$ cat config.mk
export PLATFORM = sky130hd
export DESIGN_NAME = dct8_front_flat
export DESIGN_NICKNAME = d
export VERILOG_FILES = /design/src/hdl/dct8_pkg.sv /design/src/hdl/dct8_stream_if.sv /design/src/hdl/dct8_front.sv /design/src/flat_wrapper.sv
export SDC_FILE = /design/constraint.sdc
export NUM_CORES = 1
export LEC_CHECK = 0
export BUFFER_PORTS_ARGS = -buffer_cell sky130_fd_sc_hd__buf_4
export CAP_MARGIN = 10
export CORE_AREA = 2 2 39 41
export CTS_CLUSTER_SIZE = 25
export DETAILED_ROUTE_END_ITERATION = 8
export DIE_AREA = 0 0 41 43
export GPL_TIMING_DRIVEN = 0
export SLEW_MARGIN = 10
export SYNTH_ARGS = -nofsm -noshare
export SYNTH_HDL_FRONTEND = slang
export SYNTH_SLANG_ARGS = --single-unit
$ cat constraint.sdc
create_clock -name clk -period 0.9 [get_ports clk]
set_input_delay 0.045 -clock clk [delete_from_list [all_inputs] [get_ports clk]]
set_output_delay 0.045 -clock clk [all_outputs]
set_load 0.05 [all_outputs]
$ cat src/hdl/dct8_pkg.sv
// ----------------------------------------------------------------------------
// dct8_pkg: shared types and constants of the 8x8 forward integer DCT
// Holds widths, the transform constants and the word types of the channels.
// ----------------------------------------------------------------------------
package dct8_pkg;
	localparam int unsigned SampleWidth = 16;
	localparam int unsigned BlockSize = 64;
	localparam int unsigned IdxWidth = 6;
	localparam int unsigned QueueDepth = 2;

	localparam int unsigned RowRotShift = 10;
	localparam int unsigned ColEvenShift = 3;
	localparam int unsigned ColRotShift = 13;

	localparam logic signed [11:0] C1420 = 12'sd1420;
	localparam logic signed [11:0] C1338 = 12'sd1338;
	localparam logic signed [11:0] C1204 = 12'sd1204;
	localparam logic signed [11:0] C805 = 12'sd805;
	localparam logic signed [11:0] C554 = 12'sd554;
	localparam logic signed [11:0] C283 = 12'sd283;

	typedef logic signed [SampleWidth-1:0] sample_t;

	typedef struct packed {
		sample_t coefficient;
		logic    last;
	} coef_word_t;
endpackage

$ cat src/hdl/dct8_stream_if.sv
// ----------------------------------------------------------------------------
// dct8_stream_if: valid/ready channel
// Carries one payload word per handshake between a source and a sink.
// ----------------------------------------------------------------------------
interface dct8_stream_if #(
	parameter type payload_t = logic
);
	logic     valid;
	logic     ready;
	payload_t payload;

	modport source (output valid, output payload, input ready);
	modport sink (input valid, input payload, output ready);
endinterface

$ cat src/hdl/dct8_front.sv
// ----------------------------------------------------------------------------
// dct8_front: sample collector
// Counts incoming samples and hands each one, with its position, to the queue.
// ----------------------------------------------------------------------------
module dct8_front (
	input  logic                                clk,
	input  logic                                arst_n,
	dct8_stream_if.sink                         in_ch,
	output logic                                push,
	output logic [dct8_pkg::IdxWidth-1:0]       push_idx,
	output dct8_pkg::sample_t                   push_sample,
	input  logic                                q_full
);
	logic [dct8_pkg::IdxWidth-1:0] count_q;

	assign in_ch.ready = !q_full;
	assign push = in_ch.valid && !q_full;
	assign push_idx = count_q;
	assign push_sample = in_ch.payload;

	always_ff @(posedge clk or negedge arst_n) begin
		if (!arst_n) begin
			count_q <= '0;
		end else if (push) begin
			count_q <= count_q + 1'b1;
		end
	end
endmodule

$ cat src/flat_wrapper.sv
// flat-port wrapper written by rule: the top's interface ports become plain ports
module dct8_front_flat 
  (clk, arst_n, push, push_idx, push_sample, q_full, in_ch_valid, in_ch_payload, in_ch_ready);
  dct8_stream_if in_ch_i ();
  input  logic clk;
  input  logic arst_n;
  output logic push;
  output logic [dct8_pkg::IdxWidth-1:0] push_idx;
  output dct8_pkg::sample_t push_sample;
  input  logic q_full;
  input wire logic [$bits(in_ch_i.valid)-1:0] in_ch_valid;
  input wire logic [$bits(in_ch_i.payload)-1:0] in_ch_payload;
  output wire logic [$bits(in_ch_i.ready)-1:0] in_ch_ready;
  assign in_ch_i.valid = in_ch_valid;
  assign in_ch_i.payload = in_ch_payload;
  assign in_ch_ready = in_ch_i.ready;
  dct8_front u_core (.clk(clk), .arst_n(arst_n), .in_ch(in_ch_i), .push(push), .push_idx(push_idx), .push_sample(push_sample), .q_full(q_full));
endmodule
### After elaboration in Yosys (flattened, before gate mapping)

Index checks and enable logic that the tools add are counted.

| cells by class | value |
|---|---|
| add/subtract/negate cells | 1 |
| reduce and logical (&&, ||, !) cells | 2 |

Operators by type and width:

| operator | number |
|---|---|
| $add 6x1->6 const B | 1 |
| $logic_and 1x1->1 | 1 |
| $logic_not 1->1 | 1 |

| storage, ports and cells | value |
|---|---|
| register bits | 6 |
| output and inout bits | 24 |

### Longest topological paths before layout

| logic depth | value |
|---|---|
| word-level depth | 2 |
| depth in mapped cells | 4 |
| mapped depth without buffers | 3 |

### Least setup slack after synthesis

No wires, ideal clock.

| path | value |
|---|---|
| kind | register to register |
| start | reg u_core.count_q (netlist bit u_core.push_idx[0]) |
| end | reg u_core.count_q (netlist bit u_core.push_idx[1]) |
| setup time | 125 ps |
| arrival | 1,227 ps |
| data required time | 775 ps |
| setup slack | -453 ps |
| cell stages (with the launch flop) | 3 |
| path buffers | 0 |
| path through | dfrtp_1 > ha_1 > mux2_4 |

| between the ends | value |
|---|---|
| word-level cells in the longest chain between the ends | 1 |

RTL lines:

| what | RTL line | RTL |
|---|---|---|
| start: declaration | dct8_front.sv:14 | `logic [dct8_pkg::IdxWidth-1:0] count_q;` |
| start signal: assignment | dct8_front.sv:25 | `count_q <= count_q + 1'b1;` |
| $add 6x1->6 | dct8_front.sv:25 |  |

Every way passes these cells.
A chain may end at the register's enable or synchronous reset.

### Worst setup path after layout

Same ends and word-level chain as after synthesis.

==> metrics.txt <==
grt ovf 0; Clock Path Buffers 2; layout cells sized above 1 64.5%; initial antenna violation count 0; Mapped Area 398 sq um; crit end category register; Clk Latency, worst-skew pair 0.25 ns; DRC 0; Worst path slowest cell dfrtp_2; Placeable Area 1380 sq um; Nets 83; number of synthesized register bits 6; CTS tree done; Tot Pwr 2.38 mW; pre-CTS WS -0.140 ns; critical path startpoint u_core.push_idx[0]$_DFFE_PN0P_; Clock Skew 0.00193 ns; starting density of the core 28.8%; Static Leakage 0.374 nW; Die Y 43 microns; maximum VDD drop 1.64 mV; maximum clock rate 965 MHz; CP Buf/Inv Count 0; die width 41 microns; status finished with violations; max-slew violations 0; synth warn 0; Crit path required time 1.03 ns; DR vias/cell 3.46; Synth cell types 13; Crit Path Category reg2reg; Largest register FFs 6; via count 318; CP peak stage delay 0.43 ns; r2r worst-path depth 2; ant diodes 0; P&R area growth vs syn 75.5%; antenna-violating nets left 0; violated checks setup timing; largest net degree at the start of global routing 8; Max FO, Critical Path 4; Clk pin slew, worst setup/hold paths 0.05 ns; Top delay family on crit path flip-flops; min cycle time layout 1.04 ns; RSZ-0062 raised after global routing true; detailed placer's ending HPWL 520 microns; DR WL/cell 8.03 microns; GPL Wtd Cong 0.625; most frequent cells in the layout buf_4 (30), conb_1 (15), buf_6 (5), dfrtp_2 (5), xnor2_1 (4); Root Buffer clkbuf_4; Hold Path Class in2async; endpoints failing setup 4; Min Hold Slack 0.151 ns; reg2reg start u_core.push_idx[0]$_DFFE_PN0P_; sequential element share of the synthesized area 37.7%; critical path arrival 1.17 ns; Pwr Density 3410 nW/um^2; die area 1760 sq um; All-Layer GR Usage 8.96%; final hold violations 0; vias in the first global route 261; Synth Instances 38; crit share post-route 115%; commonest non-fill, non-tap cell in the layout buf_4; IO Pins 29; Cell Chain, Critical Path ha_4, mux2_4; CTS sink count 6; Buffers on Ports 12; Max Cap Viol 0; Worst path depth 2; final wirelength 739 microns; H-tree depth 1; total CTS buffers 3; # rows 14; global-route wire length before repair 1010 microns; DR pass1 iterations 1; Final WS setup -0.136 ns; DR iter-0 viols 0; average size of a mapped cell 10.5 sq um; Worst setup SP type register
per-layer routing:
layer  part of all wire, %  vias up  GRT usage, %  routed length, microns
met5                     0        -             0                       0
met4                     0        0          6.00                       0
met3                    12        0          4.71                      88
met2                    48       18          12.2                     353
met1                    40      133          10.4                     297
li1                      -      167             -                       -
cells by family (layout without fill, tap and decap cells):
group	Yosys count	count (layout)	synth area share (%)
fa+ha+maj	1	1	3.14
mux	1	1	3.77
simple gates	6	6	9.43
other cells	1	15	0.942
xor+xnor	5	5	11.0
buf+inv	18	42	34.0
flops	6	6	37.7
where the power goes:
part	total, mW	internal (mW)	switching, mW
registers	0.587	0.420	0.167
logic	1.51	0.676	0.838
clock network	0.278	0.169	0.109
cell usage after synthesis:
cell type | instances | area share (%)
xor2_1 | 1 | 2.2
dfrtp_1 | 6 | 38
nand4_1 | 3 | 4.7
mux2_4 | 1 | 3.8
xnor2_1 | 4 | 8.8
buf_6 | 1 | 2.8
nand2_1 | 1 | 0.94
and3_1 | 1 | 1.6
inv_1 | 1 | 0.94
nor2b_2 | 1 | 2.2
buf_4 | 16 | 30
conb_1 | 1 | 0.94
ha_1 | 1 | 3.1
stage by stage:
stage / instances / utilization [%] / instance area (sq um) / setup TNS, ns
3_5_place_dp: 80 / 42.0 / 582 / -0.169
6_report: 92 / 50.5 / 698 / -0.258
3_3_place_gp: 80 / 42.0 / 582 / -0.162
4_1_cts: 89 / 47.9 / 663 / -0.187
5_1_grt: 92 / 50.5 / 698 / -0.492
2_1_floorplan: 52 / - / 472 / -0.852
area by class of cell:
cell class                      count  area [sq um]
Clock buffer                        4          26.3
Buffer                             17           131
Tap cell                           16          20.0
Sequential cell                     6           156
Inverter                            1          3.75
Multi-Input combinational cell     28           185
Fill cell                         139           686
Timing Repair Buffer               20           175
worst paths after layout:
| path | end | slack [ns] |
|---|---|---|
| hold reg to reg | u_core.push_idx[5]$_DFFE_PN0P_ | 0.46 |
| min in group clk | u_core.push_idx[0]$_DFFE_PN0P_ | 0.20 |
| max in group asynchronous | u_core.push_idx[0]$_DFFE_PN0P_ | 0.62 |
| setup reg to reg | u_core.push_idx[1]$_DFFE_PN0P_ | -0.14 |
| hold / removal | u_core.push_idx[4]$_DFFE_PN0P_ | 0.15 |
| setup / recovery | u_core.push_idx[1]$_DFFE_PN0P_ | -0.14 |
repair_timing:
| item | in CTS | in global routing |
|---|---|---|
| setup endpoints to repair | 8 | 6 |
| hold endpoints to repair | 6 | 0 |
| buffers inserted | 4 | 3 |
| resized for setup | 4 | 3 |
| pin swaps | 3 | 3 |
| hold buffers | 1 | 0 |
worst reg2reg max path: cells and delay by family (launching register included):
kind | cells | cell delay, ns
adder cells (fa/ha/maj) | 1 | 0.24
flip-flops | 1 | 0.43
multiplexers | 1 | 0.25
Power figures use the tool's default switching activity.
