[config.mk]
export PLATFORM = sky130hd
export DESIGN_NAME = dct8_queue
export DESIGN_NICKNAME = d
export VERILOG_FILES = /design/src/hdl/dct8_pkg.sv /design/src/hdl/dct8_queue.sv
export SDC_FILE = /design/constraint.sdc
export NUM_CORES = 1
export LEC_CHECK = 0
export ABC_AREA = 1
export BUFFER_PORTS_ARGS = -buffer_cell sky130_fd_sc_hd__clkbuf_2
export CAP_MARGIN = 15
export CORE_MARGIN = 8
export CORE_UTILIZATION = 30
export CTS_BUF_LIST = sky130_fd_sc_hd__clkbuf_4 sky130_fd_sc_hd__clkbuf_8 sky130_fd_sc_hd__clkbuf_16
export DETAILED_ROUTE_END_ITERATION = 12
export GPL_ROUTABILITY_DRIVEN = 1
export SYNTH_ARGS = -nofsm -noshare
export SYNTH_HDL_FRONTEND = slang
export SYNTH_SLANG_ARGS = --single-unit
[constraint.sdc]
create_clock -name clk -period 2.37 [get_ports clk]
set_clock_uncertainty 0.05 [all_clocks]
set_input_delay 0.1185 -clock clk [delete_from_list [all_inputs] [get_ports clk]]
set_output_delay 0.1185 -clock clk [all_outputs]
set_load 0.03 [all_outputs]
[src/hdl/dct8_pkg.sv]
// ----------------------------------------------------------------------------
// dct8_pkg: shared types and constants of the 8x8 forward integer DCT
// Holds widths, the transform constants and the word types of the channels.
// ----------------------------------------------------------------------------
package dct8_pkg;
	localparam int unsigned SampleWidth = 16;
	localparam int unsigned BlockSize = 64;
	localparam int unsigned IdxWidth = 6;
	localparam int unsigned QueueDepth = 2;

	localparam int unsigned RowRotShift = 10;
	localparam int unsigned ColEvenShift = 3;
	localparam int unsigned ColRotShift = 13;

	localparam logic signed [11:0] C1420 = 12'sd1420;
	localparam logic signed [11:0] C1338 = 12'sd1338;
	localparam logic signed [11:0] C1204 = 12'sd1204;
	localparam logic signed [11:0] C805 = 12'sd805;
	localparam logic signed [11:0] C554 = 12'sd554;
	localparam logic signed [11:0] C283 = 12'sd283;

	typedef logic signed [SampleWidth-1:0] sample_t;

	typedef struct packed {
		sample_t coefficient;
		logic    last;
	} coef_word_t;
endpackage

[src/hdl/dct8_queue.sv]
// ----------------------------------------------------------------------------
// dct8_queue: short queue between collector and transform engine
// A small FIFO of indexed sample words so each side can stall on its own.
// ----------------------------------------------------------------------------
module dct8_queue (
	input  logic                          clk,
	input  logic                          arst_n,
	input  logic                          push,
	input  logic [dct8_pkg::IdxWidth-1:0] push_idx,
	input  dct8_pkg::sample_t             push_sample,
	output logic                          full,
	output logic                          not_empty,
	output logic [dct8_pkg::IdxWidth-1:0] head_idx,
	output dct8_pkg::sample_t             head_sample,
	input  logic                          pop
);
	localparam int unsigned Depth = dct8_pkg::QueueDepth;

	logic [dct8_pkg::IdxWidth-1:0] idx_q [Depth];
	dct8_pkg::sample_t             smp_q [Depth];
	logic                          wp_q, rp_q;
	logic [1:0]                    cnt_q;

	assign full = (cnt_q == 2'(Depth));
	assign not_empty = (cnt_q != 2'd0);
	assign head_idx = idx_q[rp_q];
	assign head_sample = smp_q[rp_q];

	always_ff @(posedge clk) begin
		if (push) begin
			idx_q[wp_q] <= push_idx;
			smp_q[wp_q] <= push_sample;
		end
	end

	always_ff @(posedge clk or negedge arst_n) begin
		if (!arst_n) begin
			wp_q <= 1'b0;
			rp_q <= 1'b0;
			cnt_q <= '0;
		end else begin
			if (push) wp_q <= ~wp_q;
			if (pop) rp_q <= ~rp_q;
			cnt_q <= cnt_q + 2'(push) - 2'(pop);
		end
	end
endmodule

; After elaboration in Yosys (flattened, before gate mapping)
; Memory sizes are Yosys's and may differ from the RTL's.
; Cells that the tools add are included.
; Widths: inputs -> output; s select.
[word_totals]
ram_bits = 44
input_bits = 26
out_inout_bits = 24
register_bits = 4
elab_cells = 13
n_memories = 2
[op_classes]
eq_ne = 1
n_addsub = 2
mux = 2
bitwise_logic = 2
n_reduce_logical = 1
[memory_table]
columns = memory, words, width, read_ports, rd_ports_with_merged_regs, wr, line
row1 = smp_q, 2, 16, 1, 0, 1, dct8_queue.sv:20  ; dct8_pkg::sample_t smp_q [Depth];
row2 = idx_q, 2, 6, 1, 0, 1, dct8_queue.sv:19  ; logic [dct8_pkg::IdxWidth-1:0] idx_q [Depth];
[op_table]
columns = operator, n
row1 = $add 2x1->2, 1
row2 = $eq 2x2->1 const B, 1
row3 = $mux 1, 2
row4 = $not 1->1, 2
row5 = $reduce_bool 2->1, 1
row6 = $sub 2x1->2, 1

; Logic depth before layout (Yosys ltp)
[logic_depth]
depth_word = 2
ltp_mapped = 7
depth_no_buf = 7

; Worst setup path before layout
; Ideal clock, no wire load.
[synth_path]
path_kind = register to register
start = register wp_q
end = memory idx_q[0][0] (netlist name), enable pin
path_stages_with_launch = 2
arrival_time_ns = 1.352
required_ns = 1.919
setup_ns = 0.401
path_slack_ns = 0.567
synth_period_minus_slack_ns = 1.803
cell_sequence = dfrtp_1 -> nor2_1
[synth_rtl]
columns = element, line
row1 = from (decl), dct8_queue.sv:21  ; logic wp_q, rp_q;
row2 = from (signal assigned), dct8_queue.sv:42  ; if (push) wp_q <= ~wp_q;
row3 = to (decl), dct8_queue.sv:19
; Straight into the memory's write port.

; Worst setup path in the final report
[layout_path]
start = register rp_q
end = output head_sample[4]
[layout_between]
elab_chain_len = 1
[layout_rtl]
columns = element, line
row1 = from (decl), dct8_queue.sv:21
row2 = from (signal assigned), dct8_queue.sv:43  ; if (pop) rp_q <= ~rp_q;
row3 = $mem_v2 2x16, --
row4 = to (decl), dct8_queue.sv:14  ; output dct8_pkg::sample_t head_sample,
; No other way between the ends.

==> results by group <==
Power and ir drop
  • Pwr Total: 3000 uW
  • Flop pwr share: 40.8%
  • Sw frac: about 41%
  • Internal Power: approximately 1800 uW
  • Logic pwr share: 42.8%
  • Sw Pwr: 1230 uW
  • PwrDens: 1150 mW/mm^2
  • Leakage: 0.00115 uW
  • Clock power frac: approximately 16%
  • VDD IR max: 0.000581 V

Clocking
  • Clock buffer depth: 2
  • Clock-pin transition on the worst setup and hold timing paths: around 0.08 ns
  • Worst skew pair latency: a little under 0.3 ns
  • CTS tree: done
  • Num CTS Buffers: 5
  • CTS H-Tree Depth: 2
  • CTS Sinks: 48
  • Root Buffer Master: clkbuf_8

Yosys
  • Synthesized cell area: 0.00196 sq mm
  • Netlist cell types: 14
  • Seq/Total Area, Yosys: ~73%
  • Post-Syn Area per Cell: 14.0 sq um
  • FF+latch count, synth: 48
  • Synth warn: 0
  • Syn Inst Count: between 100 and 150
  • Synthesized net count: 168

Floorplanning
  • Rows: 29
  • Die H: between 90 and 100 um
  • DIE AREA: 0.00937 sq mm
  • # IOs: 50
  • Initial core utilization: a little under a third
  • Core area: ~0.0063 sq mm
  • Die W: 96.8 um

Route
  • DR vias: 1214
  • DRT iter0 DRCs: 17
  • Drt wl/cell: 12.1 um
  • DRT Pass-1 Iters: 4
  • DRC Markers: 0
  • Via density per instance: approximately 4.1
  • Antenna-violating nets left: 0
  • Final wirelength: 3610 um

Final layout
  • Diodes inserted: 0
  • Storage element area: 0.00142 sq mm
  • Most common cell after layout, fill and taps aside: clkbuf_2
  • Area Overhead vs Synth: 33.2%
  • Layout cells sized above 1: between 30% and 40%
  • Multi-input gate area: 353 sq um
  • Non-filler instance count after layout: 298
  • Final nets: 248
  • Final Instance Area: 0.00261 sq mm
  • Commonest non-fill, non-tap cells in the layout: clkbuf_2, edfxtp_1, inv_1
  • Layout filler cell count: 610

Worst setup path
  • Crit Path Category: flip-flop to primary output
  • Crit-path max FO: 17
  • Crit path launch type: flip-flop
  • CP Data Arrival Time: 1.57 ns
  • Element type at the critical path end: primary output
  • CP required: 2.20 ns

Timing
  • Final Setup Violations: 0
  • Hold Fails Final Rpt: 0
  • Fmax: 577 MHz
  • Worst slew margin: 73.0%
  • Final Slew Violations: 0
  • Setup TNS: 0 ns
  • RSZ-0062 raised after global routing: false
  • Slew @ Worst Pin: 0.405 ns
  • Final Cycle Share: 73.2%
  • Crit path time final: ~1.7 ns

Placed design
  • Placed inst area: between 0.002 and 0.0025 sq mm
  • Total placed cells including tap cells: 266
  • RD Place Congestion: around 0.68
  • DP Wirelength: 2580 um
  • Input/output buffers: 49

GRT
  • First-pass GRT wire length: 5750 um
  • Largest net degree at the start of global routing: 18
  • Gr usage total: 7.62%
  • Gr ovfl total: 0
  • Vias in the first global route: 1247
  • Initial antenna violation count: 0

Worst hold path
  • Hold WC Path Type: primary input to flip-flop

Outcome
  • Status: completed

Flow run
  • Max-cap violation count: 0
==> cells by family after synthesis <==
logic type | after synthesis | share of synthesized area, %
AOI/OAI and AO/OA | 22 | 9.26
xor gates and xnor gates | 2 | 0.895
adders and majority gates | 2 | 1.28
buffers and inverters | 34 | 9.52
DFF | 48 | 72.6
and+or+nand+nor | 32 | 6.45
==> path summary, 6_finish.rpt <==
check / start / end / slack [ns] / cells after the start
worst max register to register: wp_q$_DFFE_PN0P_ / smp_q[1][6]$_DFFE_PP_ / 1.05 / 3
max in group asynchronous: arst_n / rp_q$_DFFE_PN0P_ / 2.01 / 2
worst min register to register: wp_q$_DFFE_PN0P_ / wp_q$_DFFE_PN0P_ / 0.47 / 1
worst max-delay path: rp_q$_DFFE_PN0P_ / head_sample[4] / 0.64 / 4
worst min-delay path: push / wp_q$_DFFE_PN0P_ / 0.01 / 2
min in group asynchronous: arst_n / cnt_q[0]$_DFF_PN0_ / 0.11 / 2
==> critical path, cell delays in order (launching register included) <==
cell and delay, ns:
dfrtp_2 0.56, buf_4 0.31, nand2_1 0.10, o21ai_2 0.08, clkbuf_2 0.23
==> Yosys cell counts <==
cell / n / area, sq um
dfrtp_1: 4 / 100
nand2_2: 2 / 12.5
inv_1: 29 / 109
ha_1: 2 / 25.0
nand3_1: 1 / 5.00
o21ai_0: 3 / 15.0
nor2_1: 2 / 7.51
buf_8: 1 / 15.0
edfxtp_1: 44 / 1320
nand2_1: 27 / 101
xor2_1: 2 / 17.5
buf_12: 2 / 40.0
buf_6: 2 / 22.5
o21ai_2: 19 / 166
==> power by group through the flow <==
stage	Sequential (uW)	Clock, uW	Combinational (uW)
floorplan	1190	0	1060
CTS	1230	513	1320
global placement	1240	0	1270
finish	1220	490	1280
detailed placement	1250	0	1280
global route	1250	542	1380
==> routing by layer <==
metal / share of wire (%) / vias up / track usage [%]
met5: 0 / - / 0
met4: 0.53 / 0 / 2.49
met3: 6.2 / 2 / 3.84
met2: 51 / 29 / 13.3
met1: 42 / 558 / 7.65
li1: - / 625 / -
==> registers in the layout (all words and copies together) (netlist names) <==
register and flops:
cnt_q 2, idx_q 12, rp_q 1, smp_q 32, wp_q 1
==> through the flow <==
stage,hold slack [ns],setup slack (ns),util (%)
3_3_place_gp,-0.106,0.945,35.8
6_report,0.0148,0.636,41.1
3_5_place_dp,-0.114,0.904,35.8
2_1_floorplan,-0.227,0.567,-
5_1_grt,0.0107,0.506,41.1
4_1_cts,0.0103,0.581,41.1
==> cell type report <==
type | count | area share, %
sequential | 48 | 54.6
timing repair buffer | 78 | 20.5
multi-input combinational | 58 | 13.5
inverter | 29 | 4.17
tap | 77 | 3.69
clock buffer | 8 | 3.50
==> repair_timing <==
action | in CTS | in global routing
gates resized for setup | 0 | 0
endpoints found under the hold margin | 49 | 0
hold buffers | 24 | 0
buffers inserted | 0 | 0
setup endpoints to repair | 0 | 0
Power figures use the tool's default switching activity.
